### src/design/agcm_pkg.sv
// ----------------------------------------------------------------------------
// agcm_pkg: shared types and constants of the AES-128-GCM engine
// S-box function, AES round helpers, queue entry and back-end state types.
// ----------------------------------------------------------------------------
package agcm_pkg;

   typedef enum logic [1:0] {
      FUNC_AAD    = 2'd0,
      FUNC_TEXT   = 2'd1,
      FUNC_FINISH = 2'd2,
      FUNC_NONE   = 2'd3
   } func_type;

   // Back-end sequencer states
   typedef enum logic [2:0] {
      ST_IDLE, ST_KEYS, ST_HKEY, ST_AES, ST_HASH, ST_OUT
   } st_type;

   localparam logic [2:0] CSR_KEY_HIGH   = 3'd0;
   localparam logic [2:0] CSR_KEY_LOW    = 3'd1;
   localparam logic [2:0] CSR_NONCE_HIGH = 3'd2;
   localparam logic [2:0] CSR_NONCE_LOW  = 3'd3;
   localparam logic [2:0] CSR_MODE       = 3'd4;

   localparam logic [7:0] GF_POLY = 8'h1b;
   localparam logic [7:0] GH_R    = 8'hE1;

   // Queue entry between the front and back parts
   typedef struct packed {
      func_type     func;
      logic [127:0] data;
      logic [127:0] mask;
      logic [4:0]   count;
   } job_type;

   function automatic logic [7:0] sbox(input logic [7:0] a);
      logic [7:0] t [256];
      t = '{
      8'h63,8'h7c,8'h77,8'h7b,8'hf2,8'h6b,8'h6f,8'hc5,8'h30,8'h01,8'h67,8'h2b,8'hfe,8'hd7,8'hab,8'h76,
      8'hca,8'h82,8'hc9,8'h7d,8'hfa,8'h59,8'h47,8'hf0,8'had,8'hd4,8'ha2,8'haf,8'h9c,8'ha4,8'h72,8'hc0,
      8'hb7,8'hfd,8'h93,8'h26,8'h36,8'h3f,8'hf7,8'hcc,8'h34,8'ha5,8'he5,8'hf1,8'h71,8'hd8,8'h31,8'h15,
      8'h04,8'hc7,8'h23,8'hc3,8'h18,8'h96,8'h05,8'h9a,8'h07,8'h12,8'h80,8'he2,8'heb,8'h27,8'hb2,8'h75,
      8'h09,8'h83,8'h2c,8'h1a,8'h1b,8'h6e,8'h5a,8'ha0,8'h52,8'h3b,8'hd6,8'hb3,8'h29,8'he3,8'h2f,8'h84,
      8'h53,8'hd1,8'h00,8'hed,8'h20,8'hfc,8'hb1,8'h5b,8'h6a,8'hcb,8'hbe,8'h39,8'h4a,8'h4c,8'h58,8'hcf,
      8'hd0,8'hef,8'haa,8'hfb,8'h43,8'h4d,8'h33,8'h85,8'h45,8'hf9,8'h02,8'h7f,8'h50,8'h3c,8'h9f,8'ha8,
      8'h51,8'ha3,8'h40,8'h8f,8'h92,8'h9d,8'h38,8'hf5,8'hbc,8'hb6,8'hda,8'h21,8'h10,8'hff,8'hf3,8'hd2,
      8'hcd,8'h0c,8'h13,8'hec,8'h5f,8'h97,8'h44,8'h17,8'hc4,8'ha7,8'h7e,8'h3d,8'h64,8'h5d,8'h19,8'h73,
      8'h60,8'h81,8'h4f,8'hdc,8'h22,8'h2a,8'h90,8'h88,8'h46,8'hee,8'hb8,8'h14,8'hde,8'h5e,8'h0b,8'hdb,
      8'he0,8'h32,8'h3a,8'h0a,8'h49,8'h06,8'h24,8'h5c,8'hc2,8'hd3,8'hac,8'h62,8'h91,8'h95,8'he4,8'h79,
      8'he7,8'hc8,8'h37,8'h6d,8'h8d,8'hd5,8'h4e,8'ha9,8'h6c,8'h56,8'hf4,8'hea,8'h65,8'h7a,8'hae,8'h08,
      8'hba,8'h78,8'h25,8'h2e,8'h1c,8'ha6,8'hb4,8'hc6,8'he8,8'hdd,8'h74,8'h1f,8'h4b,8'hbd,8'h8b,8'h8a,
      8'h70,8'h3e,8'hb5,8'h66,8'h48,8'h03,8'hf6,8'h0e,8'h61,8'h35,8'h57,8'hb9,8'h86,8'hc1,8'h1d,8'h9e,
      8'he1,8'hf8,8'h98,8'h11,8'h69,8'hd9,8'h8e,8'h94,8'h9b,8'h1e,8'h87,8'he9,8'hce,8'h55,8'h28,8'hdf,
      8'h8c,8'ha1,8'h89,8'h0d,8'hbf,8'he6,8'h42,8'h68,8'h41,8'h99,8'h2d,8'h0f,8'hb0,8'h54,8'hbb,8'h16};
      return t[a];
   endfunction

   function automatic logic [7:0] xtime(input logic [7:0] v);
      return {v[6:0], 1'b0} ^ (v[7] ? GF_POLY : 8'h00);
   endfunction

   // Byte i of a block sits at bits 127-8i downto 120-8i
   function automatic logic [7:0] bget(input logic [127:0] s, input int i);
      return s[127 - 8*i -: 8];
   endfunction

   // SubBytes and ShiftRows
   function automatic logic [127:0] sub_shift(input logic [127:0] s);
      logic [127:0] t;
      t = '0;
      for (int c = 0; c < 4; c++)
         for (int r = 0; r < 4; r++)
            t[127 - 8*(r + 4*c) -: 8] = sbox(bget(s, r + 4*((c + r) % 4)));
      return t;
   endfunction

   function automatic logic [127:0] mix_cols(input logic [127:0] s);
      logic [127:0] t;
      logic [7:0]   a0, a1, a2, a3, al;
      t = '0;
      for (int c = 0; c < 4; c++) begin
         a0 = bget(s, 4*c); a1 = bget(s, 4*c+1);
         a2 = bget(s, 4*c+2); a3 = bget(s, 4*c+3);
         al = a0 ^ a1 ^ a2 ^ a3;
         t[127 - 32*c -: 8]  = a0 ^ al ^ xtime(a0 ^ a1);
         t[119 - 32*c -: 8]  = a1 ^ al ^ xtime(a1 ^ a2);
         t[111 - 32*c -: 8]  = a2 ^ al ^ xtime(a2 ^ a3);
         t[103 - 32*c -: 8]  = a3 ^ al ^ xtime(a3 ^ a0);
      end
      return t;
   endfunction

   // One key schedule step
   function automatic logic [127:0] key_step(input logic [127:0] k, input logic [7:0] rc);
      logic [31:0] w0, w1, w2, w3, t;
      w0 = k[127:96]; w1 = k[95:64]; w2 = k[63:32]; w3 = k[31:0];
      t  = {sbox(w3[23:16]) ^ rc, sbox(w3[15:8]), sbox(w3[7:0]), sbox(w3[31:24])};
      w0 = w0 ^ t; w1 = w1 ^ w0; w2 = w2 ^ w1; w3 = w3 ^ w2;
      return {w0, w1, w2, w3};
   endfunction

endpackage

### src/design/agcm_front.sv
// ----------------------------------------------------------------------------
// agcm_front: request intake
// Drops unused requests, saturates the count, masks the data and queues jobs.
// ----------------------------------------------------------------------------
module agcm_front import agcm_pkg::*; (
   input  logic          clock,
   input  logic          reset,
   input  logic          req_tvalid,
   output logic          req_tready,
   input  logic [1:0]    req_func,
   input  logic [127:0]  req_data,
   input  logic [4:0]    req_count,
   output logic          job_valid,
   input  logic          job_take,
   output job_type       job
);
   localparam int Depth = 2;

   job_type     q_ff [Depth];
   job_type     q_in;
   logic        wp_ff, rp_ff;
   logic [1:0]  cnt_ff;
   logic [4:0]  n;
   logic        push, pop, keep;

   assign req_tready = (cnt_ff != 2'd2);
   assign job_valid  = (cnt_ff != 2'd0);
   assign job        = q_ff[rp_ff];

   // classify and mask
   always_comb begin
      n = (req_count > 5'd16) ? 5'd16 : req_count;
      q_in.func  = func_type'(req_func);
      q_in.count = n;
      for (int i = 0; i < 16; i++)
         q_in.mask[127 - 8*i -: 8] = (5'(i) < n) ? 8'hff : 8'h00;
      if (req_func == FUNC_FINISH) q_in.mask = '1;
      q_in.data = req_data & q_in.mask;
      keep = (req_func == FUNC_FINISH) ||
             ((req_func != FUNC_NONE) && (req_count != 5'd0));
   end

   assign push = req_tvalid && req_tready && keep;
   assign pop  = job_valid && job_take;

   always_ff @(posedge clock) begin
      if (reset) begin
         wp_ff <= 1'b0; rp_ff <= 1'b0; cnt_ff <= 2'd0;
      end else begin
         if (push) wp_ff <= ~wp_ff;
         if (pop) rp_ff <= ~rp_ff;
         cnt_ff <= cnt_ff + 2'(push) - 2'(pop);
      end
   end

   always_ff @(posedge clock) begin
      if (push) q_ff[wp_ff] <= q_in;
   end
endmodule

### config.mk
export PLATFORM = sky130hd
export DESIGN_NAME = agcm_front
export DESIGN_NICKNAME = d
export VERILOG_FILES = /design/src/design/agcm_pkg.sv /design/src/design/agcm_front.sv
export SDC_FILE = /design/constraint.sdc
export NUM_CORES = 1
export LEC_CHECK = 0
export BUFFER_PORTS_ARGS = -buffer_cell sky130_fd_sc_hd__buf_4
export CORE_MARGIN = 2
export CORE_UTILIZATION = 50
export DETAILED_ROUTE_END_ITERATION = 12
export PLACE_DENSITY = 0.9
export SETUP_SLACK_MARGIN = 0.2
export SLEW_MARGIN = 5
export SYNTH_ARGS = -nofsm -noshare
export SYNTH_HDL_FRONTEND = slang
export SYNTH_SLANG_ARGS = --single-unit
### constraint.sdc
create_clock -name clock -period 10.2 [get_ports clock]
set_input_delay 2.04 -clock clock [delete_from_list [all_inputs] [get_ports clock]]
set_output_delay 2.04 -clock clock [all_outputs]
set_load 0.1 [all_outputs]
* Word-level counts from Yosys, hierarchy flattened
Memory sizes are Yosys's and may differ from the RTL's. A register that Yosys moved wholly into a read port is not among the register bits. Index checks and enable logic that the tools add are counted.
Cells by class: $lt $le $gt $ge 17, equal/unequal tests 3, bitwise operators 3, reductions and logical operators 7, add/subtract/negate cells 2, mux-type cells 22
Operators with widths (number):
- 128-bit bitwise AND | 1
- 128-bit two-way mux | 1
- 8-bit two-way mux | 16
- 4-bit by 5-bit < comparator with 1-bit output (first input constant) | 8
- 3-bit by 5-bit < comparator with 1-bit output (first input constant) | 4
- 1-bit by 5-bit < comparator with 1-bit output (first input constant) | 2
- 2-bit by 5-bit < comparator with 1-bit output (first input constant) | 2
- 5-bit greater-than comparator (second input constant) | 1
- 5-bit two-way mux | 1
- 5-bit nonzero test | 1
- 1-bit logical AND | 4
- 1-bit two-way mux | 4
- 2-bit != test (second input constant) | 2
- 2-bit by 1-bit adder with 2-bit output | 1
- 2-bit equality test (second input constant) | 1
- 1-bit NOT | 2
- 2-bit nonzero test | 1
- 2-bit by 1-bit subtractor with 2-bit output | 1
- 1-bit logical OR | 1
Storage, ports and cells: input port bits 139, register bits after elaboration 4, memory bits (writable) 526, logic and storage cells 58, memories 1
Memories:
- q_ff | words 2, width 263, rd ports 1, clocked after Yosys merged registers in 1, wr ports 1, line agcm_front.sv:19 | job_type q_ff [Depth];

* Longest topological paths before layout
Gate-level depths: netlist of run 1.
word-level depth 6, mapped depth 10, mapped depth without buffers 9

* Least setup slack after synthesis of run 1
No wires, ideal clock.
kind input -> register, start point input port req_count[1], end point memory q_ff[0][0] (netlist bit) (enable), stages on the path 5, setup time 664 ps, data required time 9536 ps, path buffers 1, path slack 638 ps, arrival 8898 ps, cell sequence buf_2 > nor3_1 > nand3_2 > nand4_4 > nor2_1
On the way: cells in the longest elaborated chain, start to end 6
RTL lines:
- start, declared | line agcm_front.sv:12 | input logic [4:0] req_count,
- 5-bit nonzero test | line agcm_front.sv:40 | ((req_func != FUNC_NONE) && (req_count != 5'd0));
- 1-bit logical AND | line agcm_front.sv:40
- 1-bit logical OR | line agcm_front.sv:39 | keep = (req_func == FUNC_FINISH) ||
- 1-bit logical AND | line agcm_front.sv:43 | assign push = req_tvalid && req_tready && keep;
- 1-bit two-way mux | line agcm_front.sv:57 | if (push) q_ff[wp_ff] <= q_in;
- 1-bit two-way mux (not written as such) | line agcm_front.sv:57
- end, declared | line agcm_front.sv:19
No other way between the ends.

==> results of run 1 <==
-- layout make-up --
class,instances,area share [%]
Inverter,9,0.2039
Clock inverter,19,0.8308
Multi-Input combinational cell,329,17.73
Clock buffer,35,4.773
Tap cell,335,2.530
Sequential cell,307,55.37
Timing Repair Buffer,408,18.56
-- worst max path at each step --
stage,start,endpoint,slack (ps),depth (start not counted)
floorplan,req_count[1],q_ff[0][0]$_DFFE_PP_,640,5
detailed placement,req_func[0],q_ff[0][146]$_DFFE_PP_,5110,6
global placement,flop,job[43],5150,4
finish,flop,job[38],4610,4
global route,flop,job[119],4420,4
CTS,flop,job[38],4530,4
-- cell usage after synthesis (2+ instances only) --
| cell type | count | area share, % |
|---|---|---|
| nand2b_1 | 2 | 0.096 |
| buf_2 | 17 | 0.65 |
| clkbuf_1 | 5 | 0.14 |
| dfxtp_1 | 5 | 0.76 |
| nor2b_2 | 8 | 0.54 |
| nor3_1 | 2 | 0.076 |
| nor2b_1 | 42 | 2.0 |
| xnor2_1 | 2 | 0.13 |
| inv_1 | 9 | 0.26 |
| nor2_2 | 2 | 0.096 |
| nand2_1 | 4 | 0.11 |
| and2b_1 | 4 | 0.23 |
| and2_1 | 81 | 3.9 |
| nor2_1 | 7 | 0.20 |
| a21o_1 | 2 | 0.11 |
| buf_4 | 114 | 6.5 |
| edfxtp_1 | 302 | 69 |
| ha_1 | 2 | 0.19 |
| mux2_2 | 151 | 13 |
-- layer usage --
metal  global-route usage (%)  share of wire (%)  vias to the layer above
li1                         -                  -                     3343
met1                    23.30                 38                     3606
met2                    36.55                 51                      345
met3                    5.148                7.3                       62
met4                    8.091                3.7                        0
met5                        0                  0                        -
-- registers in the layout, indices dropped and copies added (netlist names), named ones only --
name	flops
q_ff	302
cnt_ff	2
rp_ff	1
wp_ff	1
-- critical path, delay by kind of cell (launching register included) --
| family | cells | cell delay (ps) |
|---|---|---|
| muxes | 1 | 490 |
| buffers and inverters | 3 | 1620 |
| DFF | 1 | 780 |
-- kinds of logic after synthesis --
kind of cell               after synthesis
muxes                                  152
and+or+nand+nor                        162
AOI/OAI and AO/OA                       10
buffers and inverters                  146
xor gates and xnor gates                 3
adders and majority gates                2
DFF                                    307
-- stage by stage --
stage | util (%) | hold WS [ps] | setup WS, ps
after CTS | 63.94 | 519.5 | 4534
final | 63.94 | 522.3 | 4610
after global routing | 63.94 | 573.3 | 4420
after global placement | 60.36 | 492.1 | 5146
after floorplan | - | 481.1 | 637.6
after detailed placement | 60.36 | 501.7 | 5110
==> results_dict.tcl, run 1 <==
set metrics [dict create \
    status "completed" \
    r2r-start "cnt_ff[0]$_SDFF_PP0_" \
    wl_um 29520 \
    regToRegEndpoint "q_ff[0][143]$_DFFE_PP_" \
    synth-compound-area-share_pct 0.8885 \
    antenna_found_initial 1 \
    cts_setup_buffers 0 \
    clock_skew_ps 12.13 \
    cts_tree "yes" \
    fp.dieW_um 165.8 \
    r2r_cells 4 \
    slew_headroom_pct 19.22 \
    die_h_um 165.8 \
    synth_sequential_area_ratio_pct 70.01 \
    gp_congestion 0.7751 \
    grt_pass1_wl_um 42910 \
    grt_max_degree 115 \
    dr.pass1.iters 6 \
    final_cells 1442 \
    register_area_mm2 0.009173 \
    startpoint_type "flop" \
    clk_pin_slew_ps 60 \
    die_area_mm2 0.02750 \
    crit_fanout 54 \
    track_usage_pct 20.35 \
    area_growth_pct 26.50 \
    cts_hold_buf 0 \
    start_util_pct 50.54 \
    rows 59 \
    ant_nets 0 \
    worstMarginPinSlew_ps 1209 \
    postSynthCellCount 782 \
    viasPerCell 5.101 \
    n_fill_cell 1813 \
    synthSimpleGateAreaFrac_pct 7.968 \
    synth_fa_ha_area_share_pct 0.1911 \
    hp-class "flop to flop" \
    worstSetupPathType "flop to output pin" \
    maxCapViolCount 0 \
    hold_violations 0 \
    clockBufferDepth 3 \
    synthesis.area_mm2 0.01310 \
    final_cell_mix "407 x buf_4, 302 x edfxtp_1, 151 x mux2_2" \
    setup_violations 0 \
    io_pins 404 \
    post_cts_resized 0 \
    core_mm2 0.02591 \
    min_from "rp_ff$_SDFFE_PP0P_" \
    dpl-instance-area_mm2 0.01564 \
    setup_tns_ps 0 \
    h-tree-depth 1 \
    vias 7356 \
    clockRootBuffer "clkbuf_16" \
    synth-edff-count 302 \
    synth_ff_type "edfxtp_1" \
    stdcell_area_mm2 0.01657 \
    syn_nets 923 \
    numCtsBuffers 31 \
    yosysUniqueCellTypes 40 \
    ys_warn_count 0 \
    num_antenna_cells 0 \
    crit_path_frequent_cell "buf_4" \
    synth_xor_area_share_pct 0.2006 \
    holdPathStages 2 \
    slowest_stage "dfxtp_4" \
    rsz0062_at_grt "false" \
    place_inst 1388 \
    path_cells "buf_4, buf_4, mux2_2, buf_4" \
    worst_ep_required_time_ps 8160 \
    synthArstFlopShare_pct 0 \
    synth_top_family_by_area "multiplexers" \
    dp_hpwl_um 19990 \
    synth.area.mux_share_pct 13.07 \
    drt_iter0_markers 502 \
    syn_avg_cell_area_um2 16.75 \
    multiInputGateArea_mm2 0.002938 \
    portBuffers 403 \
    crit_arrival_ps 3550 \
    r2r_setup_slack_ps 7260 \
    cts_sinks 307 \
    period_share_pct 54.81 \
    mostFrequentLayoutCell "buf_4" \
    cp-end-kind "output pin" \
    maxSlewViolCount 0 \
    fmax_ghz 0.1789 \
    drive_above_1_share_pct 56.37 \
    gr-total-overflow 0 \
    nets 1227 \
    grt_pass1_vias 7664 \
    max_stage_delay_ps 780 \
    drc 0 \
    clk_latency_ps 550 \
    wl_per_cell_um 20.47 \
    ys_seq_elements 307 \
    min_to "rp_ff$_SDFFE_PP0P_" \
    period_minus_slack_ps 5590 \
]
Power of run 1 is not shown: default switching activity piles up to over one toggle a cycle in this logic, so the estimate is an artifact.
==> run 2, diff against run 1 <==
==> constraint.sdc (replaced) <==
create_clock -name clock -period 5.3 [get_ports clock]
set_input_delay 1.06 -clock clock [delete_from_list [all_inputs] [get_ports clock]]
set_output_delay 1.06 -clock clock [all_outputs]
set_load 0.1 [all_outputs]
==> run 2 against run 1 <==
Compared with the run above: sequential share of layout area is 0.82 points lower; wire length is 0.51% higher; register-to-register slack worse by 4200 ps; cell area is 1.5% higher; via count hardly changed; non-clock buffer count is 4 higher; critical path depth is 1 lower; sequential cell count stayed put; die area stayed put; global-route usage is 0.19 points higher; critical path type unchanged; largest cell class unchanged; highest routed layer unchanged.
==> results_dict.tcl, run 2 (synthesized netlist as in run 1, its figures left out) <==
set metrics [dict create \
    numCtsBuffers 31 \
    gp_congestion 0.7826 \
    core_mm2 0.02591 \
    largest_reg_flops 302 \
    dpl-instance-area_mm2 0.01569 \
    cts_hold_buf 0 \
    drc 0 \
    io_pins 404 \
    grt_max_degree 70 \
    maxSlewViolCount 0 \
    worstSetupPathType "flop to output pin" \
    dr.pass1.iters 5 \
    period_minus_slack_ps 3756 \
    grt_pass1_vias 7585 \
    clockRootBuffer "clkbuf_16" \
    cts_sinks 307 \
    hold_violations 0 \
    r2r_setup_slack_ps 3040 \
    stdcell_area_mm2 0.01682 \
    crit_arrival_ps 2700 \
    status "completed" \
    gr-total-overflow 0 \
    clockBufferDepth 3 \
    worst_ep_required_time_ps 4240 \
    antenna_found_initial 0 \
    worstMarginPinSlew_ps 988.6 \
    portBuffers 403 \
    rows 59 \
    fmax_ghz 0.2663 \
    area_growth_pct 28.41 \
    crit_fanout 53 \
    reg_top3 "q_ff: 302 flops, cnt_ff: 2 flops" \
    slowest_stage "dfxtp_4" \
    maxCapViolCount 0 \
    wl_um 29670 \
    grt_pass1_wl_um 43610 \
    final_cell_mix "409 x buf_4, 302 x edfxtp_1, 151 x mux2_2" \
    startpoint_type "flop" \
    min_from "rp_ff$_SDFFE_PP0P_" \
    drive_above_1_share_pct 57.10 \
    cts_setup_buffers 0 \
    regToRegEndpoint "q_ff[0][154]$_DFFE_PP_" \
    mostFrequentLayoutCell "buf_4" \
    clk_latency_ps 550 \
    cts_tree "yes" \
    track_usage_pct 20.54 \
    h-tree-depth 1 \
    clk_pin_slew_ps 60 \
    wl_per_cell_um 20.49 \
    max_stage_delay_ps 820 \
    vias 7355 \
    nets 1231 \
    cp-end-kind "output pin" \
    holdPathStages 2 \
    start_util_pct 50.54 \
    hp-class "flop to flop" \
    clock_skew_ps 7.409 \
    die_area_mm2 0.02750 \
    r2r_cells 4 \
    fp.dieW_um 165.8 \
    drt_iter0_markers 440 \
    viasPerCell 5.079 \
    post_cts_resized 0 \
    fin_util_pct 64.90 \
    setup_violations 0 \
    ant_nets 0 \
    path_cells "buf_4, mux2_2, buf_4" \
    slew_headroom_pct 33.94 \
    period_share_pct 70.86 \
    largest_register "q_ff" \
    r2r-start "cnt_ff[0]$_SDFF_PP0_" \
    rsz0062_at_grt "false" \
    dp_hpwl_um 20380 \
    die_h_um 165.8 \
    crit_path_frequent_cell "buf_4" \
]
## run 2: cell types whose count changed in the layout (fill, tap and decap cells not counted)
cell / before / now
clkbuf_1: 4 / 5
inv_6: 0 / 2
clkinv_1: 10 / 3
clkinv_2: 5 / 4
buf_12: 1 / 3
clkinvlp_4: 2 / 1
buf_4: 407 / 409
diode_2: 0 / 1
bufinv_16: 2 / 9
## run 2: per-stage QoR
stage               hold slack [ps]  std cells  setup slack (ps)  setup TNS [ps]
CTS                           524.6       1447              1508               0
detailed placement            506.4       1392              1805               0
global placement              495.6       1392              1886               0
finish                        523.1       1448              1544               0
global route                  554.4       1447              1421               0
floorplan                     481.1        782            -721.9         -217960
## run 2: area by class of cell
type | instances | area (µm²)
Sequential cell | 307 | 9173
Fill cell | 1772 | 9094
Antenna cell | 1 | 2.502
Clock inverter | 19 | 326.6
Clock buffer | 36 | 794.5
Inverter | 9 | 33.78
Multi-Input combinational cell | 329 | 2938
Timing Repair Buffer | 412 | 3131
Tap cell | 335 | 419.2
## run 2: metal layers
layer,vias to the layer above,track usage [%],routed length (µm)
li1,3355,-,-
met1,3627,23.93,11100
met2,322,38.01,15800
met3,51,4.361,1946
met4,0,6.163,825
met5,-,0,0
## run 2: how the worst max path moves through the flow
stage,end,slack [ps],cells after the start
global route,job[50],1420,3
finish,job[51],1540,3
CTS,job[130],1510,3
floorplan,q_ff[0][0]$_DFFE_PP_,-720,5
detailed placement,q_ff[0][193]$_DFFE_PP_,1800,6
global placement,q_ff[1][145]$_DFFE_PP_,1890,6
## run 2: critical path: cells and delay by family, from the launching register on
family,cells,cell delay [ps]
buf+inv,2,770
mux,1,470
flops,1,820
Power of run 2 is left out for the same reason.
